## src/hw/rtl/substring_match_scanner_core_assert.svh

```systemverilog
// Assertion macros shared by the substring match scanner RTL.
// Included by modules that check their own logic; needs clk and arst_n in scope.
`ifndef SUBSTRING_MATCH_SCANNER_CORE_ASSERT_SVH
`define SUBSTRING_MATCH_SCANNER_CORE_ASSERT_SVH

// Checked on every rising clock edge outside reset.
`define SMSC_ASSERT(label, prop, msg) \
	label: assert property (@(posedge clk) disable iff (!arst_n) prop) else $error(msg);

// Checked on every rising clock edge, reset included.
`define SMSC_ASSERT_ALWAYS(label, prop, msg) \
	label: assert property (@(posedge clk) prop) else $error(msg);

`endif

```

## src/hw/rtl/smsc_pkg.sv

```systemverilog
// Package of the substring match scanner: sizes, codes and the types that
// pass between the front, queue and back. No dependencies.
`default_nettype none

package smsc_pkg;

	localparam int MAX_PATTERN = 16;
	localparam int COUNT_BITS  = 32;

	localparam int KEY_BYTES   = 16;
	localparam int REG_BITS    = 64;
	localparam int LEN_BITS    = $clog2(MAX_PATTERN + 1);
	localparam int LEN_REG_BITS = 5;
	localparam int OFFSET_BITS = 32;
	localparam int TOTAL_BITS  = 32;
	localparam int CFG_IDX_BITS = 2;

	localparam int QUEUE_DEPTH = 4;
	localparam int QPTR_BITS   = $clog2(QUEUE_DEPTH);
	localparam int QCNT_BITS   = $clog2(QUEUE_DEPTH + 1);

	localparam logic [OFFSET_BITS-1:0] OFFSET_MAX = '1;
	localparam logic [COUNT_BITS-1:0]  COUNT_MAX  = '1;

	typedef enum logic [CFG_IDX_BITS-1:0] {
		REG_PATTERN_LOW  = 2'd0,
		REG_PATTERN_HIGH = 2'd1,
		REG_PATTERN_LEN  = 2'd2
	} cfg_index_t;

	typedef enum logic {
		KIND_MATCH = 1'b0,
		KIND_TOTAL = 1'b1
	} result_kind_t;

	typedef struct packed {
		logic [REG_BITS-1:0]     pattern_low;
		logic [REG_BITS-1:0]     pattern_high;
		logic [LEN_REG_BITS-1:0] pattern_length;
	} cfg_t;

	// One request handed from the front to the back.
	typedef struct packed {
		logic                   hit;
		logic                   last;
		logic [OFFSET_BITS-1:0] offset;
		logic [TOTAL_BITS-1:0]  total;
	} job_t;

	typedef struct packed {
		logic full;
		logic empty;
	} q_stat_t;

endpackage

`default_nettype wire

```

## src/hw/rtl/smsc_byte_if.sv

```systemverilog
// Input channel of the substring match scanner: one stream byte per request.
// Depends on nothing.
`default_nettype none

interface smsc_byte_if;
	logic       valid;
	logic       ready;
	logic [7:0] data_byte;
	logic       last_byte;

	modport source (output valid, output data_byte, output last_byte, input ready);
	modport sink (input valid, input data_byte, input last_byte, output ready);
endinterface

`default_nettype wire

```

## src/hw/rtl/smsc_result_if.sv

```systemverilog
// Output channel of the substring match scanner: match and total results.
// Depends on nothing.
`default_nettype none

interface smsc_result_if;
	logic        valid;
	logic        ready;
	logic        result_kind;
	logic [31:0] match_offset;
	logic [31:0] match_total;
	logic        run_end;

	modport source (output valid, output result_kind, output match_offset,
		output match_total, output run_end, input ready);
	modport sink (input valid, input result_kind, input match_offset,
		input match_total, input run_end, output ready);
endinterface

`default_nettype wire

```

## src/hw/rtl/substring_match_scanner_core.sv

```systemverilog
// Top level of the substring match scanner: configuration registers and the
// front, queue and back. Depends on smsc_pkg, both channel interfaces and the
// front, queue and back modules.
//
// Use: the keyword (1 to 16 bytes) is written through cfg_we/cfg_index/cfg_wdata
// as two packed byte registers and a length, while the block is idle. The
// stream enters on "bytes", one byte per request, with last_byte on its final
// byte. Every match, overlapping ones included, gives a result on "results"
// with the offset of its first byte; the last byte also gives a total result
// with the match count of that stream, after any match ending on that byte.
// A byte's first result passes through the request queue and then the output register.
// The block takes one byte per cycle unless the queue is full; only a byte that
// completes a match and ends the stream gives two results, which the queue absorbs.
// When the receiver stalls, the output register holds its result and the
// four-entry queue fills; bytes are refused only once the queue is full.
// Reset clears window, offset, count and queue, and sets the keyword to zero
// bytes with length one.
`default_nettype none

module substring_match_scanner_core (
	input  wire                               clk,
	input  wire                               arst_n,
	input  wire                               cfg_we,
	input  wire [smsc_pkg::CFG_IDX_BITS-1:0]  cfg_index,
	input  wire [smsc_pkg::REG_BITS-1:0]      cfg_wdata,
	smsc_byte_if.sink                         bytes,
	smsc_result_if.source                     results
);
	import smsc_pkg::*;

	cfg_t    cfg_q;
	job_t    push_job;
	job_t    head;
	q_stat_t q_stat;
	logic    push;
	logic    pop;

	// Configuration registers. Indexes outside the list are ignored.
	always_ff @(posedge clk or negedge arst_n) begin
		if (!arst_n) begin
			cfg_q.pattern_low    <= '0;
			cfg_q.pattern_high   <= '0;
			cfg_q.pattern_length <= LEN_REG_BITS'(1);
		end else if (cfg_we) begin
			unique case (cfg_index)
				REG_PATTERN_LOW: begin
					cfg_q.pattern_low <= cfg_wdata;
				end
				REG_PATTERN_HIGH: begin
					cfg_q.pattern_high <= cfg_wdata;
				end
				REG_PATTERN_LEN: begin
					cfg_q.pattern_length <= cfg_wdata[LEN_REG_BITS-1:0];
				end
				default: begin
				end
			endcase
		end
	end

	// The front classifies each byte and pushes a request only when it has a
	// match or ends the stream.
	smsc_front u_front (
		.clk    (clk),
		.arst_n (arst_n),
		.cfg    (cfg_q),
		.bytes  (bytes),
		.q_stat (q_stat),
		.push   (push),
		.job    (push_job)
	);

	smsc_queue u_queue (
		.clk      (clk),
		.arst_n   (arst_n),
		.push     (push),
		.push_job (push_job),
		.pop      (pop),
		.head     (head),
		.stat     (q_stat)
	);

	// The back drains requests into the registered output channel.
	smsc_back u_back (
		.clk     (clk),
		.arst_n  (arst_n),
		.head    (head),
		.q_stat  (q_stat),
		.pop     (pop),
		.results (results)
	);

endmodule

`default_nettype wire

```

## src/hw/rtl/smsc_front.sv

```systemverilog
// Front of the scanner: takes bytes, shifts the window, compares it with the
// keyword and keeps offset and count. Depends on smsc_pkg and smsc_byte_if.
`default_nettype none

module smsc_front (
	input  wire                  clk,
	input  wire                  arst_n,
	input  smsc_pkg::cfg_t       cfg,
	smsc_byte_if.sink            bytes,
	input  smsc_pkg::q_stat_t    q_stat,
	output logic                 push,
	output smsc_pkg::job_t       job
);
	import smsc_pkg::*;

	logic [7:0] win_q [MAX_PATTERN];
	logic [7:0] win_new [MAX_PATTERN];
	logic [7:0] key [KEY_BYTES];
	logic [7:0] akey [MAX_PATTERN];
	logic [MAX_PATTERN-1:0] eq;
	logic [MAX_PATTERN-1:0] mask;
	logic [OFFSET_BITS-1:0] pos_q;
	logic [COUNT_BITS-1:0]  cnt_q;
	logic [COUNT_BITS-1:0]  cnt_next;
	logic [LEN_BITS-1:0]    len;
	logic [LEN_BITS-1:0]    len_m1;
	logic [OFFSET_BITS-1:0] len_m1_ext;
	logic                   accept;
	logic                   hit;
	logic                   long_enough;

	assign bytes.ready = !q_stat.full;
	assign accept      = bytes.valid && bytes.ready;

	// Length in use: zero counts as one, anything above the window as the window.
	always_comb begin
		if (cfg.pattern_length == '0) begin
			len = LEN_BITS'(1);
		end else if (LEN_REG_BITS'(cfg.pattern_length) > LEN_REG_BITS'(MAX_PATTERN)) begin
			len = LEN_BITS'(MAX_PATTERN);
		end else begin
			len = LEN_BITS'(cfg.pattern_length);
		end
		len_m1     = len - LEN_BITS'(1);
		len_m1_ext = OFFSET_BITS'(len_m1);
	end

	// Keyword byte k lines up with window entry len-1-k.
	always_comb begin
		logic [LEN_BITS-1:0] idx;
		for (int k = 0; k < 8; k++) begin
			key[k]     = cfg.pattern_low[8*k +: 8];
			key[k + 8] = cfg.pattern_high[8*k +: 8];
		end
		win_new[0] = bytes.data_byte;
		for (int j = 1; j < MAX_PATTERN; j++) begin
			win_new[j] = win_q[j-1];
		end
		for (int j = 0; j < MAX_PATTERN; j++) begin
			idx     = len_m1 - LEN_BITS'(j);
			akey[j] = key[idx[3:0]];
			eq[j]   = (win_new[j] == akey[j]);
			mask[j] = (LEN_BITS'(j) < len);
		end
	end

	assign long_enough = (pos_q == OFFSET_MAX) || (pos_q >= len_m1_ext);
	assign hit         = long_enough && (&(eq | ~mask));
	assign cnt_next    = (hit && cnt_q != COUNT_MAX) ? cnt_q + COUNT_BITS'(1) : cnt_q;

	always_comb begin
		job.hit    = hit;
		job.last   = bytes.last_byte;
		job.offset = (pos_q == OFFSET_MAX) ? OFFSET_MAX : pos_q - len_m1_ext;
		if (COUNT_BITS > TOTAL_BITS && cnt_next > COUNT_BITS'({TOTAL_BITS{1'b1}})) begin
			job.total = '1;
		end else begin
			job.total = TOTAL_BITS'(cnt_next);
		end
	end

	assign push = accept && (hit || bytes.last_byte);

	always_ff @(posedge clk or negedge arst_n) begin
		if (!arst_n) begin
			pos_q <= '0;
			cnt_q <= '0;
			for (int j = 0; j < MAX_PATTERN; j++) begin
				win_q[j] <= '0;
			end
		end else if (accept) begin
			if (bytes.last_byte) begin
				pos_q <= '0;
				cnt_q <= '0;
				for (int j = 0; j < MAX_PATTERN; j++) begin
					win_q[j] <= '0;
				end
			end else begin
				if (pos_q != OFFSET_MAX) begin
					pos_q <= pos_q + OFFSET_BITS'(1);
				end
				cnt_q <= cnt_next;
				for (int j = 0; j < MAX_PATTERN; j++) begin
					win_q[j] <= win_new[j];
				end
			end
		end
	end

endmodule

`default_nettype wire

```

## src/hw/rtl/smsc_queue.sv

```systemverilog
// Short request queue between front and back of the scanner.
// Depends on smsc_pkg.
`default_nettype none

module smsc_queue (
	input  wire                  clk,
	input  wire                  arst_n,
	input  wire                  push,
	input  smsc_pkg::job_t       push_job,
	input  wire                  pop,
	output smsc_pkg::job_t       head,
	output smsc_pkg::q_stat_t    stat
);
	import smsc_pkg::*;

	job_t                 mem_q [QUEUE_DEPTH];
	logic [QPTR_BITS-1:0] wr_q;
	logic [QPTR_BITS-1:0] rd_q;
	logic [QCNT_BITS-1:0] cnt_q;

	assign head       = mem_q[rd_q];
	assign stat.full  = (cnt_q == QCNT_BITS'(QUEUE_DEPTH));
	assign stat.empty = (cnt_q == '0);

	always_ff @(posedge clk) begin
		if (push) begin
			mem_q[wr_q] <= push_job;
		end
	end

	always_ff @(posedge clk or negedge arst_n) begin
		if (!arst_n) begin
			wr_q  <= '0;
			rd_q  <= '0;
			cnt_q <= '0;
		end else begin
			if (push) begin
				wr_q <= wr_q + QPTR_BITS'(1);
			end
			if (pop) begin
				rd_q <= rd_q + QPTR_BITS'(1);
			end
			if (push && !pop) begin
				cnt_q <= cnt_q + QCNT_BITS'(1);
			end else if (pop && !push) begin
				cnt_q <= cnt_q - QCNT_BITS'(1);
			end
		end
	end

endmodule

`default_nettype wire

```

## src/hw/rtl/smsc_back.sv

```systemverilog
// Back of the scanner: turns queued requests into match and total results
// through an output register. Depends on smsc_pkg, smsc_result_if and the
// assertion macro header.
`default_nettype none
`include "substring_match_scanner_core_assert.svh"

module smsc_back (
	input  wire                  clk,
	input  wire                  arst_n,
	input  smsc_pkg::job_t       head,
	input  smsc_pkg::q_stat_t    q_stat,
	output logic                 pop,
	smsc_result_if.source        results
);
	import smsc_pkg::*;

	logic                   valid_q;
	logic                   valid_d;
	logic                   phase_q;
	logic                   phase_d;
	logic                   load;
	result_kind_t           kind_q;
	result_kind_t           kind_d;
	logic [OFFSET_BITS-1:0] offset_q;
	logic [OFFSET_BITS-1:0] offset_d;
	logic [TOTAL_BITS-1:0]  total_q;
	logic [TOTAL_BITS-1:0]  total_d;
	logic                   run_end_q;
	logic                   run_end_d;

	assign load = !valid_q || results.ready;

	// A request with a match on the last byte gives two results; phase_q marks
	// that its match part has gone out and its total is next.
	always_comb begin
		pop       = 1'b0;
		phase_d   = phase_q;
		valid_d   = valid_q;
		kind_d    = kind_q;
		offset_d  = offset_q;
		total_d   = total_q;
		run_end_d = run_end_q;
		if (load) begin
			valid_d = !q_stat.empty;
			if (!q_stat.empty) begin
				if (!phase_q && head.hit) begin
					kind_d    = KIND_MATCH;
					offset_d  = head.offset;
					total_d   = '0;
					run_end_d = !head.last;
					if (head.last) begin
						phase_d = 1'b1;
					end else begin
						pop = 1'b1;
					end
				end else begin
					kind_d    = KIND_TOTAL;
					offset_d  = '0;
					total_d   = head.total;
					run_end_d = 1'b1;
					phase_d   = 1'b0;
					pop       = 1'b1;
				end
			end
		end
	end

	always_ff @(posedge clk or negedge arst_n) begin
		if (!arst_n) begin
			valid_q <= 1'b0;
			phase_q <= 1'b0;
		end else begin
			valid_q <= valid_d;
			phase_q <= phase_d;
		end
	end

	always_ff @(posedge clk) begin
		kind_q    <= kind_d;
		offset_q  <= offset_d;
		total_q   <= total_d;
		run_end_q <= run_end_d;
	end

	assign results.valid        = valid_q;
	assign results.result_kind  = kind_q;
	assign results.match_offset = offset_q;
	assign results.match_total  = total_q;
	assign results.run_end      = run_end_q;

	`SMSC_ASSERT(a_phase_head, phase_q |-> (!q_stat.empty && head.hit && head.last), "second half pending without a matching last-byte request")
	`SMSC_ASSERT(a_phase_out, phase_q |-> (valid_q && kind_q == KIND_MATCH && !run_end_q), "second half pending but output does not hold the match part")
	`SMSC_ASSERT(a_pop_nonempty, pop |-> !q_stat.empty, "pop from an empty queue")
	`SMSC_ASSERT(a_total_ends, (valid_q && kind_q == KIND_TOTAL) |-> run_end_q, "total result without run end")

endmodule

`default_nettype wire

```

## src/flat_wrapper.sv

```systemverilog
// flat-port wrapper written by rule: the top's interface ports become plain ports
module substring_match_scanner_core_flat import smsc_pkg::*;
  (clk, arst_n, cfg_we, cfg_index, cfg_wdata, bytes_valid, bytes_data_byte, bytes_last_byte, bytes_ready, results_valid, results_result_kind, results_match_offset, results_match_total, results_run_end, results_ready);
  smsc_byte_if bytes_i ();
  smsc_result_if results_i ();
  input  wire clk;
  input  wire arst_n;
  input  wire cfg_we;
  input  wire [smsc_pkg::CFG_IDX_BITS-1:0] cfg_index;
  input  wire [smsc_pkg::REG_BITS-1:0] cfg_wdata;
  input wire logic [$bits(bytes_i.valid)-1:0] bytes_valid;
  input wire logic [$bits(bytes_i.data_byte)-1:0] bytes_data_byte;
  input wire logic [$bits(bytes_i.last_byte)-1:0] bytes_last_byte;
  output wire logic [$bits(bytes_i.ready)-1:0] bytes_ready;
  output wire logic [$bits(results_i.valid)-1:0] results_valid;
  output wire logic [$bits(results_i.result_kind)-1:0] results_result_kind;
  output wire logic [$bits(results_i.match_offset)-1:0] results_match_offset;
  output wire logic [$bits(results_i.match_total)-1:0] results_match_total;
  output wire logic [$bits(results_i.run_end)-1:0] results_run_end;
  input wire logic [$bits(results_i.ready)-1:0] results_ready;
  assign bytes_i.valid = bytes_valid;
  assign bytes_i.data_byte = bytes_data_byte;
  assign bytes_i.last_byte = bytes_last_byte;
  assign bytes_ready = bytes_i.ready;
  assign results_valid = results_i.valid;
  assign results_result_kind = results_i.result_kind;
  assign results_match_offset = results_i.match_offset;
  assign results_match_total = results_i.match_total;
  assign results_run_end = results_i.run_end;
  assign results_i.ready = results_ready;
  substring_match_scanner_core u_core (.clk(clk), .arst_n(arst_n), .cfg_we(cfg_we), .cfg_index(cfg_index), .cfg_wdata(cfg_wdata), .bytes(bytes_i), .results(results_i));
endmodule
```

## config.mk

```make
export PLATFORM = sky130hd
export DESIGN_NAME = substring_match_scanner_core_flat
export DESIGN_NICKNAME = d
export VERILOG_FILES = /design/src/hw/rtl/smsc_pkg.sv /design/src/hw/rtl/smsc_byte_if.sv /design/src/hw/rtl/smsc_result_if.sv /design/src/hw/rtl/substring_match_scanner_core.sv /design/src/hw/rtl/smsc_front.sv /design/src/hw/rtl/smsc_queue.sv /design/src/hw/rtl/smsc_back.sv /design/src/flat_wrapper.sv
export VERILOG_INCLUDE_DIRS = /design/src /design/src/hw/rtl
export SDC_FILE = /design/constraint.sdc
export NUM_CORES = 1
export LEC_CHECK = 0
export ABC_AREA = 1
export BUFFER_PORTS_ARGS = -buffer_cell sky130_fd_sc_hd__buf_2
export CAP_MARGIN = 40
export CORE_MARGIN = 3
export CORE_UTILIZATION = 40
export DETAILED_ROUTE_END_ITERATION = 16
export PLACE_DENSITY = 0.61
export SYNTH_ARGS = -nofsm -noshare
export SYNTH_HDL_FRONTEND = slang
export SYNTH_SLANG_ARGS = --single-unit
```

## constraint.sdc

```tcl
create_clock -name clk -period 10.65 [get_ports clk]
set_input_delay 1.065 -clock clk [delete_from_list [all_inputs] [get_ports clk]]
set_output_delay 1.065 -clock clk [all_outputs]
set_load 0.005 [all_outputs]
```

==> metrics.md <==
| Metric | Value |
|---|---|
| Outcome | `complete, no violations` |
| Met1 Wirelength | `53.44 mm` |
| Row count | `111` |
| HP Class | `input pin to async pin` |
| DRT Pass-1 Iters | `9` |
| Drt drc | `0` |
| Sum of negative setup slack | `0 ps` |
| Worst path arrival time | `8100 ps` |
| Switching Fraction | `44.80%` |
| Clk root buf | `clkbuf_16` |
| CTS resizes | `0` |
| Worst path depth | `24` |
| DR vias | `34400` |
| Syn_nets | `5063` |
| Maximum clock path buffer count | `3` |
| Switching pwr | `5.016 mW` |
| Commonest non-fill, non-tap cells in the layout | `nand2_1 (1585), nand3_1 (839), inv_1 (469), nor2_1 (333), edfxtp_1 (330)` |
| Die height | `311.8 microns` |
| Initial core utilization | `40.57%` |
| Slew @ Worst Pin | `917.0 ps` |
| Worst Setup Start Kind | `flop` |
| Syn avg cell area | `7.539 sq um` |
| Worst setup margin | `2827 ps` |
| Power Total | `11.20 mW` |
| Post-CTS Setup Inserts | `0` |
| Fmax | `127.8 MHz` |
| #FFs+latches synth | `656` |
| Vias per cell | `5.475` |
| Crit path max-delay family | `simple AND/OR/NAND/NOR gates` |
| Clock Sinks | `656` |
| Distinct cell type count after synthesis | `49` |
| Drt total wl | `133.5 mm` |
| Reg power frac | `30.3%` |
| Design area | `41830 sq um` |
| Placed Area | `39240 sq um` |
| Worst Skew | `36.45 ps` |
| Rel. slew slack | `38.86%` |
| # nets final | `5077` |
| Share of layout cells above drive strength 1 | `7.543%` |
| Cts bufs inserted | `74` |
| Max-slew violations | `0` |
| Drt first-iter violations | `3724` |
| Non-Filler Instances | `6282` |
| DP Worst Slack | `2919 ps` |
| Die ar. | `97230 sq um` |
| CP endpoint kind | `flop` |
| Vias in the first global route | `32540` |
| Die width | `311.8 microns` |
| GRT Resource Usage Total | `26.95%` |
| Gate Count Post-Synth | `4962` |
| Largest stage delay, worst path | `670 ps` |
| Synth warnings | `0` |
| Power per cell area | `267.6 nW/um^2` |
| Leak | `19.22 nW` |
| Antenna-violating nets left | `0` |
| Clk_lat worst skew | `660 ps` |
| Largest net degree at the start of global routing | `93` |
| First-pass GRT wire length | `200.2 mm` |
| Max-cap violations | `0` |
| Routed WL per cell | `21.25 microns` |
| Hold buffers post-CTS | `0` |
| GPL Wtd Cong | `1.095` |
| Cell mode on critical path | `nand2_1` |
| Reg2reg setup slack | `2830 ps` |
| Final core utilization | `45.36%` |
| RSZ-0062 raised after global routing | `false` |
| # setup viols final | `0` |
| Max VDD drop | `0.0002529 V` |
| Dpl hpwl | `97.77 mm` |
| CP Data Required Time | `10920 ps` |
| Final min period | `7823 ps` |
| Critical path buffer and inverter count | `6` |
| Worst r2r path cells | `24` |
| Fin crit share | `73.45%` |
| Number of port buffers | `147` |
| Met2 wire len | `59.40 mm` |
| Max Used Layer | `met5` |
| Clk slew on worst S/H paths | `60 ps` |
| Clock share of power | `23.8%` |
| Met3 routed WL | `8.323 mm` |
| Combinational share of power | `45.9%` |
| CP max stage cell | `nor2_4` |
| Gr ovfl total | `0` |
| Internal Power | `6.180 mW` |
| Primary FF master, synth | `edfxtp_1` |
| Worst-path fanout max | `51` |
| Core ar. | `92220 sq um` |
| Setup Crit Path Kind | `flop to flop` |
| CTS tree | `yes` |
| Async S/R FF share, synth | `49.70%` |
| Initial antenna violation count | `2` |
| Final Hold Viols | `0` |
| Commonest non-fill, non-tap cell in the layout | `nand2_1` |
| H-tree levels | `3` |
| Cell breakdown of the critical path | `inv_2 -> nand2_2 -> buf_4 -> ha_1 -> buf_4 -> inv_1 -> buf_4 -> nand3_1 -> nand2_1 -> nand2_1 -> nand3_1 -> nand2_1 -> nor2_1 -> nand2_1 -> nor2_1 -> nand2_1 -> nand2_1 -> nand2_1 -> nor2_4 -> nand2_1 -> nand2_1 -> nand2_2 -> nor2_4 -> buf_4` |
| Syn-to-layout area delta | `11.82%` |
| # IOs | `148` |
| Seq/Total Area, Yosys | `48.30%` |
| Cells after DPL | `6143` |
| Post-synth EDFFs | `330` |
| Hold Worst Slack | `370.0 ps` |
| Post-synthesis cell area | `37410 sq um` |
[cells by family after synthesis]
kind of cell / count (synthesis) / share of synthesized area (%)
and+or+nand+nor: 2945 / 33.58
buffers and inverters: 743 / 7.984
DFF: 656 / 48.30
AOI/OAI and AO/OA: 525 / 7.652
xor gates and xnor gates: 71 / 1.712
adders and majority gates: 21 / 0.7425
muxes: 1 / 0.03010
[synth_stat cells, types with 16 or more instances]
library cell	instances	area share [%]
ha_1	19	0.64
nand3_1	841	11
nor4_1	18	0.30
nand4_1	49	0.82
xor2_1	62	1.5
clkbuf_1	170	1.7
buf_4	22	0.44
buf_1	22	0.22
o21ai_0	293	3.9
a21oi_1	58	0.78
inv_1	473	4.7
nand2_1	1590	16
nor2_1	339	3.4
nor3_1	35	0.47
nand2_2	16	0.27
dfrtp_1	325	22
o22ai_1	153	2.6
buf_2	38	0.51
edfxtp_1	330	26
and2_1	31	0.52
[worst reg2reg max path, stage by stage (launching register included)]
cell and delay, ps:
dfrtp_1 460, inv_2 180, nand2_2 470, buf_4 630
ha_1 650, buf_4 380, inv_1 90, buf_4 460
nand3_1 440, nand2_1 190, nand2_1 80, nand3_1 110
nand2_1 90, nor2_1 90, nand2_1 70, nor2_1 160
nand2_1 90, nand2_1 70, nand2_1 90, nor2_4 670
nand2_1 230, nand2_1 180, nand2_2 180, nor2_4 670
buf_4 660
[worst paths after layout]
kind / from / endpoint
setup / recovery: u_core.cfg_q[4] / u_core.u_queue.mem_q[2][51]
max in group asynchronous: arst_n / u_core.u_front.pos_q[17]
hold / removal: arst_n / u_core.u_front.win_new[104]
hold reg to reg: u_core.cfg_q[51] / u_core.cfg_q[51]
setup reg to reg: u_core.cfg_q[4] / u_core.u_queue.mem_q[2][51]
min in group clk: u_core.cfg_q[51] / u_core.cfg_q[51]
[sequential cells by signal (all words and copies together) (netlist names)]
signal                              count
u_core.u_back.phase_q                   1
u_core.cfg_q                          133
u_core.u_queue.mem_q                  264
u_core.u_back.results.match_offset     32
u_core.u_front.pos_q                   32
u_core.u_queue.wr_q                     2
u_core.u_back.results.result_kind       1
u_core.u_front.cnt_q                   32
u_core.u_back.results.match_total      32
u_core.u_back.results.valid             1
u_core.u_queue.rd_q                     2
u_core.u_front.win_new                120
u_core.u_back.results.run_end           1
u_core.u_queue.cnt_q                    3
[power by group through the flow]
stage | logic [mW] | clock network (mW) | registers, mW
6_report | 5.14 | 2.67 | 3.39
2_1_floorplan | 3.34 | 0 | 3.38
4_1_cts | 5.07 | 2.72 | 3.39
5_1_grt | 5.66 | 2.82 | 3.43
3_5_place_dp | 5.05 | 0 | 3.44
3_3_place_gp | 4.95 | 0 | 3.44
[per-layer routing]
layer | global-route usage, % | vias up
li1 | - | 16420
met1 | 33.57 | 16120
met2 | 42.25 | 1404
met3 | 3.791 | 445
met4 | 21.06 | 2
met5 | 0 | -
[layout make-up]
type / instances / area, sq um
Antenna cell: 1 / 2.502
Clock inverter: 34 / 501.7
Tap cell: 1243 / 1555
Clock buffer: 104 / 2085
Multi-Input combinational cell: 3563 / 16440
Sequential cell: 656 / 18070
Inverter: 482 / 1815
Timing Repair Buffer: 199 / 1361
Fill cell: 9249 / 50390
(Power assumes the default switching activity.)
